--- config.mk ---
export PLATFORM = sky130hd
export DESIGN_NAME = fmpf_rule_stage
export DESIGN_NICKNAME = d
export VERILOG_FILES = /design/src/rtl/fmpf_pkg.sv /design/src/rtl/fmpf_rule_stage.sv
export SDC_FILE = /design/constraint.sdc
export NUM_CORES = 1
export LEC_CHECK = 0
export BUFFER_PORTS_ARGS = -buffer_cell sky130_fd_sc_hd__buf_2
export CAP_MARGIN = 20
export CORE_AREA = 2 2 356 358
export CTS_BUF_LIST = sky130_fd_sc_hd__clkbuf_4
export DETAILED_ROUTE_END_ITERATION = 10
export DIE_AREA = 0 0 358 360
export PLACE_DENSITY = 0.3
export RECOVER_POWER = 50
export REMOVE_ABC_BUFFERS = 1
export SETUP_SLACK_MARGIN = 0.2
export SYNTH_ARGS = -nofsm -noshare
export SYNTH_HDL_FRONTEND = slang
export SYNTH_SLANG_ARGS = --single-unit
--- constraint.sdc ---
create_clock -name clk -period 6 [get_ports clk]
set_input_delay 1.2 -clock clk [delete_from_list [all_inputs] [get_ports clk]]
set_output_delay 1.2 -clock clk [all_outputs]
set_load 0.02 [all_outputs]
--- src/rtl/fmpf_pkg.sv ---
// Package: types, constants and helpers of the first-match packet filter.
`default_nettype none
package fmpf_pkg;
  localparam int RULE_COUNT_DEF = 32;
  localparam int PF_W = 44;

  localparam logic CMD_LOAD  = 1'b0;
  localparam logic CMD_CHECK = 1'b1;

  localparam logic [1:0] SEL_SRC = 2'd0;
  localparam logic [1:0] SEL_DST = 2'd1;
  localparam logic [1:0] SEL_PF  = 2'd2;

  localparam logic [1:0] ACT_NONE   = 2'd0;
  localparam logic [1:0] ACT_PERMIT = 2'd1;
  localparam logic [1:0] ACT_DENY   = 2'd2;

  localparam logic [2:0] CLS_ANY  = 3'd0;
  localparam logic [2:0] CLS_ICMP = 3'd1;
  localparam logic [2:0] CLS_UDP  = 3'd2;
  localparam logic [2:0] CLS_TCP  = 3'd3;
  localparam logic [2:0] CLS_IGMP = 3'd4;

  localparam logic [1:0] OP_EQ = 2'd1;
  localparam logic [1:0] OP_GT = 2'd2;
  localparam logic [1:0] OP_LT = 2'd3;

  localparam logic [7:0] PROTO_ICMP = 8'd1;
  localparam logic [7:0] PROTO_IGMP = 8'd2;
  localparam logic [7:0] PROTO_IPIP = 8'd4;
  localparam logic [7:0] PROTO_TCP  = 8'd6;
  localparam logic [7:0] PROTO_UDP  = 8'd17;
  localparam logic [7:0] TOS_FAST   = 8'h10;

  // Packet word as carried down the pipeline.
  typedef struct packed {
    logic [31:0] src;
    logic [31:0] dst;
    logic [2:0]  cls;
    logic        known;
    logic        frag;
    logic [15:0] sport;
    logic [15:0] dport;
    logic        ack;
    logic        syn;
    logic        finrst;
    logic        fast;
  } pkt_t;

  // Running verdict: done once a rule (or an early exit) decides.
  typedef struct packed {
    logic       done;
    logic [1:0] act;
  } verd_t;

  function automatic logic is_fast_port(input logic [15:0] p);
    logic [15:0] t;
    case (p[4:0])
      5'd0:  t = 16'd544;
      5'd1:  t = 16'd513;
      5'd2:  t = 16'd514;
      5'd16: t = 16'd80;
      5'd17: t = 16'd81;
      5'd21: t = 16'd21;
      5'd22: t = 16'd22;
      5'd23: t = 16'd23;
      5'd31: t = 16'd543;
      default: t = 16'd0;
    endcase
    return t == p;
  endfunction

  function automatic logic port_test(input logic [1:0] op, input logic [15:0] pkt,
                                     input logic [15:0] rule);
    logic r;
    case (op)
      OP_EQ:   r = (pkt == rule);
      OP_GT:   r = (pkt > rule);
      OP_LT:   r = (pkt < rule);
      default: r = 1'b1;
    endcase
    return r;
  endfunction
endpackage
`default_nettype wire

--- src/rtl/fmpf_rule_stage.sv ---
// One pipeline stage: tests a group of rules against the packet word.
`default_nettype none
module fmpf_rule_stage
  import fmpf_pkg::*;
#(
  parameter int NR = 4
) (
  input  wire logic clk,
  input  wire logic rst_n,
  input  wire logic frag_permit,
  input  wire logic [NR-1:0][63:0]     src_w,
  input  wire logic [NR-1:0][63:0]     dst_w,
  input  wire logic [NR-1:0][PF_W-1:0] pf_w,
  input  wire logic  vld_i,
  input  wire pkt_t  pkt_i,
  input  wire verd_t verd_i,
  output logic  vld_o,
  output pkt_t  pkt_o,
  output verd_t verd_o
);
  logic  vld_r;
  pkt_t  pkt_r;
  verd_t verd_r, verd_nxt;

  always_comb begin
    logic [1:0] act;
    logic       am;
    logic       pm;
    verd_nxt = verd_i;
    for (int k = 0; k < NR; k++) begin
      act = pf_w[k][1:0];
      am = ((pkt_i.src & src_w[k][63:32]) == (src_w[k][31:0] & src_w[k][63:32])) &&
           ((pkt_i.dst & dst_w[k][63:32]) == (dst_w[k][31:0] & dst_w[k][63:32]));
      pm = (pkt_i.cls == pf_w[k][4:2]) &&
           port_test(pf_w[k][6:5], pkt_i.sport, pf_w[k][22:7]) &&
           port_test(pf_w[k][24:23], pkt_i.dport, pf_w[k][40:25]) &&
           (!pf_w[k][41] || pkt_i.ack) && (!pf_w[k][42] || pkt_i.syn) &&
           (!pf_w[k][43] || pkt_i.finrst);
      if (!verd_nxt.done && act != ACT_NONE) begin
        if (frag_permit && pkt_i.frag) verd_nxt = '{1'b1, ACT_PERMIT};
        else if (am) begin
          if (pf_w[k][4:2] == CLS_ANY) verd_nxt = '{1'b1, act};
          else if (!pkt_i.known)       verd_nxt = '{1'b1, ACT_DENY};
          else if (pm)                 verd_nxt = '{1'b1, act};
        end
      end
    end
  end

  always_ff @(posedge clk) begin
    if (!rst_n) vld_r <= 1'b0;
    else        vld_r <= vld_i;
    pkt_r  <= pkt_i;
    verd_r <= verd_nxt;
  end

  assign vld_o  = vld_r;
  assign pkt_o  = pkt_r;
  assign verd_o = verd_r;
endmodule
`default_nettype wire

* After elaboration in Yosys (flattened, before gate mapping)
Index checks and enable logic that the tools add are counted.
** Word-level totals
- Output and inout bits :: 109
- Bits of input ports :: 800
- Word-level logic and storage cells :: 187
- ROM bits :: 0
- Bits in latches :: 0
- RAM bits :: 0
- Memories :: 0
- Flip-flop bits (word level) :: 109
** Operators by class
- Multiplexer cells :: 32
- $add $sub $neg :: 0
- Eq/ne operators :: 44
- $mul :: 0
- Reduce and logical (&&, ||, !) cells :: 65
- Bitwise operators :: 16
- Shift-type cells :: 0
- Order comparisons :: 16
- Div/mod/pow operators :: 0
** Operators with widths (number)
- AND 32 bit :: 16
- == test 32 bit :: 8
- == test 16 bit :: 8
- > comparator 16 bit :: 8
- less-than comparator 16 bit :: 8
- two-way mux 3 bit :: 24
- == test 2 bit (second input constant) :: 16
- logical AND 1 bit :: 29
- case mux 1 bit (3 select lines) :: 8
- == test 2 x 1 -> 1 bit (second input constant) :: 8
- zero test 1 bit :: 16
- == test 3 bit :: 4
- zero test 3 bit :: 4
- logical OR 1 bit :: 12
- nonzero test 2 bit :: 4

* Longest topological paths before layout
- Word-level depth :: 31
- Gate-level depth with buffers :: 13
- Depth with buffers taken out :: 13

* Worst setup path before layout
No wires, ideal clock.
- Path type :: in2reg
- Start :: input pf_w[106] (netlist bit)
- End :: register verd_r (netlist bit verd_o[0])
- Path buffers :: 0
- Required time :: 5882 ps
- Setup time :: 118 ps
- Slack :: 1897 ps
- Arrival time :: 3985 ps
- Stages :: 13
- Cell sequence :: inv_1 ha_1 and4_1 nand3_1 or4_4 o211a_1 mux2i_1 a211oi_1 o311a_1 o22ai_2 or3b_4 or3b_1 o2bb2ai_1
** RTL lines
- from (decl) :: line fmpf_rule_stage.sv:13 : input wire logic [NR-1:0][PF_W-1:0] pf_w,
- to (signal assigned) :: line fmpf_rule_stage.sv:54 : verd_r <= verd_nxt;
- to (decl) :: line fmpf_rule_stage.sv:23 : verd_t verd_r, verd_nxt;

==> metrics.md <==
| Metric | Value |
|---|---|
| Status | finished clean |
| Post-synth ARST share | 0 |
| Number of enable flip-flop cells after synthesis | 0 |
| Worst EP required | 6.68 ns |
| Worst-path fanout max | 5 |
| DRC Markers | 0 |
| Period utilization | 0.832 |
| Final HPWL DP | 95,400 um |
| Largest net degree at the start of global routing | 21 |
| Fin area | 0.0167 mm^2 |
| Initial antenna violation count | 94 |
| Ys Warns | 0 |
| Setup TNS | 0 ns |
| FF+latch count, synth | 109 |
| CTS resizes | 0 |
| Wire per inst | 27.5 um |
| Final WL | 103,000 um |
| Vias in the first global route | 13,000 |
| Final Util | 0.134 |
| Fin. Hold Viols | 0 |
| Yosys top cell by area | xor2_1 |
| Row Count | 130 |
| Post-synthesis compound-gate area fraction | 0.210 |
| Area delta synth->final | 68.5% |
| DP Area | 0.0166 mm^2 |
| Slew @ Worst Pin | 1.12 ns |
| Commonest non-fill, non-tap cell in the layout | buf_2 |
| Largest stage delay, worst path | 0.89 ns |
| Worst VDD drop | 0.108 mV |
| Worst Path Arrival | 5.68 ns |
| Final antenna-violating net count | 0 |
| Combinational group share of total power | 0.466 |
| F_max | 200 MHz |
| Cell family with most CP delay | simple AND/OR/NAND/NOR gates |
| Die height | 360 um |
| Net Sw Power | 1.10 mW |
| Post-synthesis adder-cell area fraction | 0.162 |
| Leading post-synthesis cells by cell area | xor2_1, dfxtp_1, ha_1 |
| Pwr dens | 146 mW/mm^2 |
| Fin. max-slew vios | 0 |
| WS Path Type | input port to flop |
| Switching Fraction | 0.450 |
| CP startpoint | pkt_i[57] |
| Design Power | 2.44 mW |
| Average size of a mapped cell | 8.77 um^2 |
| Die W | 358 um |
| Commonest non-fill, non-tap cells in the layout | buf_2, xor2_1, inv_1 |
| Gr usage total | 0.155 |
| I/O pins | 909 |
| Mapped Area | 0.00990 mm^2 |
| Worst Min Path Start | pkt_i[0] |
| Worst path buffer plus inverter count | 1 |
| CTS H-Tree Depth | 3 |
| Crit path launch type | input port |
| Worst slew margin | 0.253 |
| Crit. End Element | flop |
| Post-CTS Hold Buffers | 0 |
| Crit path max-delay cell type | a22oi_1 |
| Total die area | 0.129 mm^2 |
| CP dominant cell by count | nand4_1 |
| Seq/Total Area, Yosys | 0.220 |
| Synth unique cells | 67 |
| Synth Flop Type | dfxtp_1 |
| WHS | 0.535 ns |
| Clock-pin slew on the worst setup and hold paths | 0.26 ns |
| Iteration-0 DRC count of the detailed router | 672 |
| Core ar. | 0.125 mm^2 |
| Synth Area in XOR/XNOR | 0.237 |
| Synth top area share | 0.227 |
| Layout cells sized above 1 | 0.411 |
| Clock buffer depth | 2 |
| Clock network power share | 0.217 |
| Internal power | 1.34 mW |
| Sequential share of power | 0.317 |
| CTS tree | yes |
| Hold WC Path Type | input port to flop |
| RSZ-0062 raised after global routing | false |
| Post-synthesis mux area share | 0.00518 |
| Setup violations, final | 0 |
| Final nets | 2,981 |
| Critical-path cell list | clkbuf_1 -> xor2_1 -> a22oi_1 -> nand4_1 -> nor3_1 -> nand4_1 -> a21oi_1 -> and3_1 -> o21ba_2 -> o21ai_0 -> o2bb2ai_1 |
| Vias | 12,800 |
| Post-CTS setup repair buffer count | 0 |
| CTS root buf | clkbuf_4 |
| Post-Synth Simple-Gate Area | 0.110 |
| CTS Buf Count | 9 |
| Mapped Cells | 1,128 |
| Leakage dissipation | 8.23 nW |
| GP Congestion | 0.902 |
| Router iterations before antenna repair | 5 |
| Overflow after GRT | 0 |
| # clock sinks | 109 |
| Port Buf Inserts | 908 |
| Min Tclk post-route | 4.99 ns |
| # Max-Cap Violations | 0 |
| Largest family of logic cells by synthesized area | XOR/XNOR gates |
| Initial Utilization | 0.0792 |
| First-pass GRT wire length | 129,000 um |
| Mean number of vias per cell | 3.41 |
-- Yosys cell counts, drive strengths merged, types with 3 or more instances --
library cell,instances
xor2,256
inv,139
ha,128
a22oi,126
dfxtp,109
nand4,49
a21oi,43
nand2,34
nor2,22
o21ai,21
a21o,16
and4,16
xnor2,12
a211oi,11
nand3,10
nor2b,9
nor3,9
nor4,9
nand2b,8
o211ai,8
o21a,7
a221oi,6
a222oi,5
clkbuf,5
or3,5
a221o,4
and2,4
mux2i,4
o41ai,4
o211a,3
o221ai,3
o22ai,3
o31ai,3
or3b,3
or4,3
-- cell type report --
cell class / count / area (um^2)
Multi-Input combinational cell: 875 / 7190
Antenna cell: 36 / 90.1
Clock inverter: 7 / 87.6
Timing Repair Buffer: 919 / 4480
Fill cell: 14700 / 108000
Sequential cell: 109 / 2180
Clock buffer: 9 / 67.6
Tap cell: 1650 / 2060
Inverter: 139 / 522
-- cell families after synthesis --
kind of cell | after synthesis
and+or+nand+nor | 189
buffers and inverters | 144
adders and majority gates | 128
xor gates and xnor gates | 268
AOI/OAI and AO/OA | 285
muxes | 5
DFF | 109
-- final timing paths --
kind                  cells past startpoint        end  slack (ns)
worst max-delay path                     11  verd_o[0]        1.01
worst min-delay path                      1   pkt_o[0]        0.53
-- registers in the layout (all words and copies together) (netlist names) --
register,count
vld_o,1
verd_o,3
pkt_o,105
-- power by group through the flow --
stage / clock [mW] / sequential, mW / combinational, mW
CTS: 0.589 / 0.776 / 1.20
global route: 0.597 / 0.780 / 1.25
detailed placement: 0 / 0.790 / 1.19
finish: 0.530 / 0.775 / 1.14
global placement: 0 / 0.790 / 1.19
floorplan: 0 / 0.842 / 0.380
-- per-stage QoR --
step                instances  worst slack (ns)
floorplan                1123              1.90
global placement         3692            0.0583
detailed placement       3692             0.108
CTS                      3708              1.05
global route             3727             0.724
finish                   3744              1.01
-- routing by layer --
layer	GRT usage	part of all wire	vias up	wire length (um)
li1	-	-	6003	-
met1	0.175	0.39	5914	39800
met2	0.283	0.52	643	53200
met3	0.0480	0.080	150	8190
met4	0.0291	0.014	50	1410
met5	0	0.0031	-	321
Power figures use the tool's default switching activity.
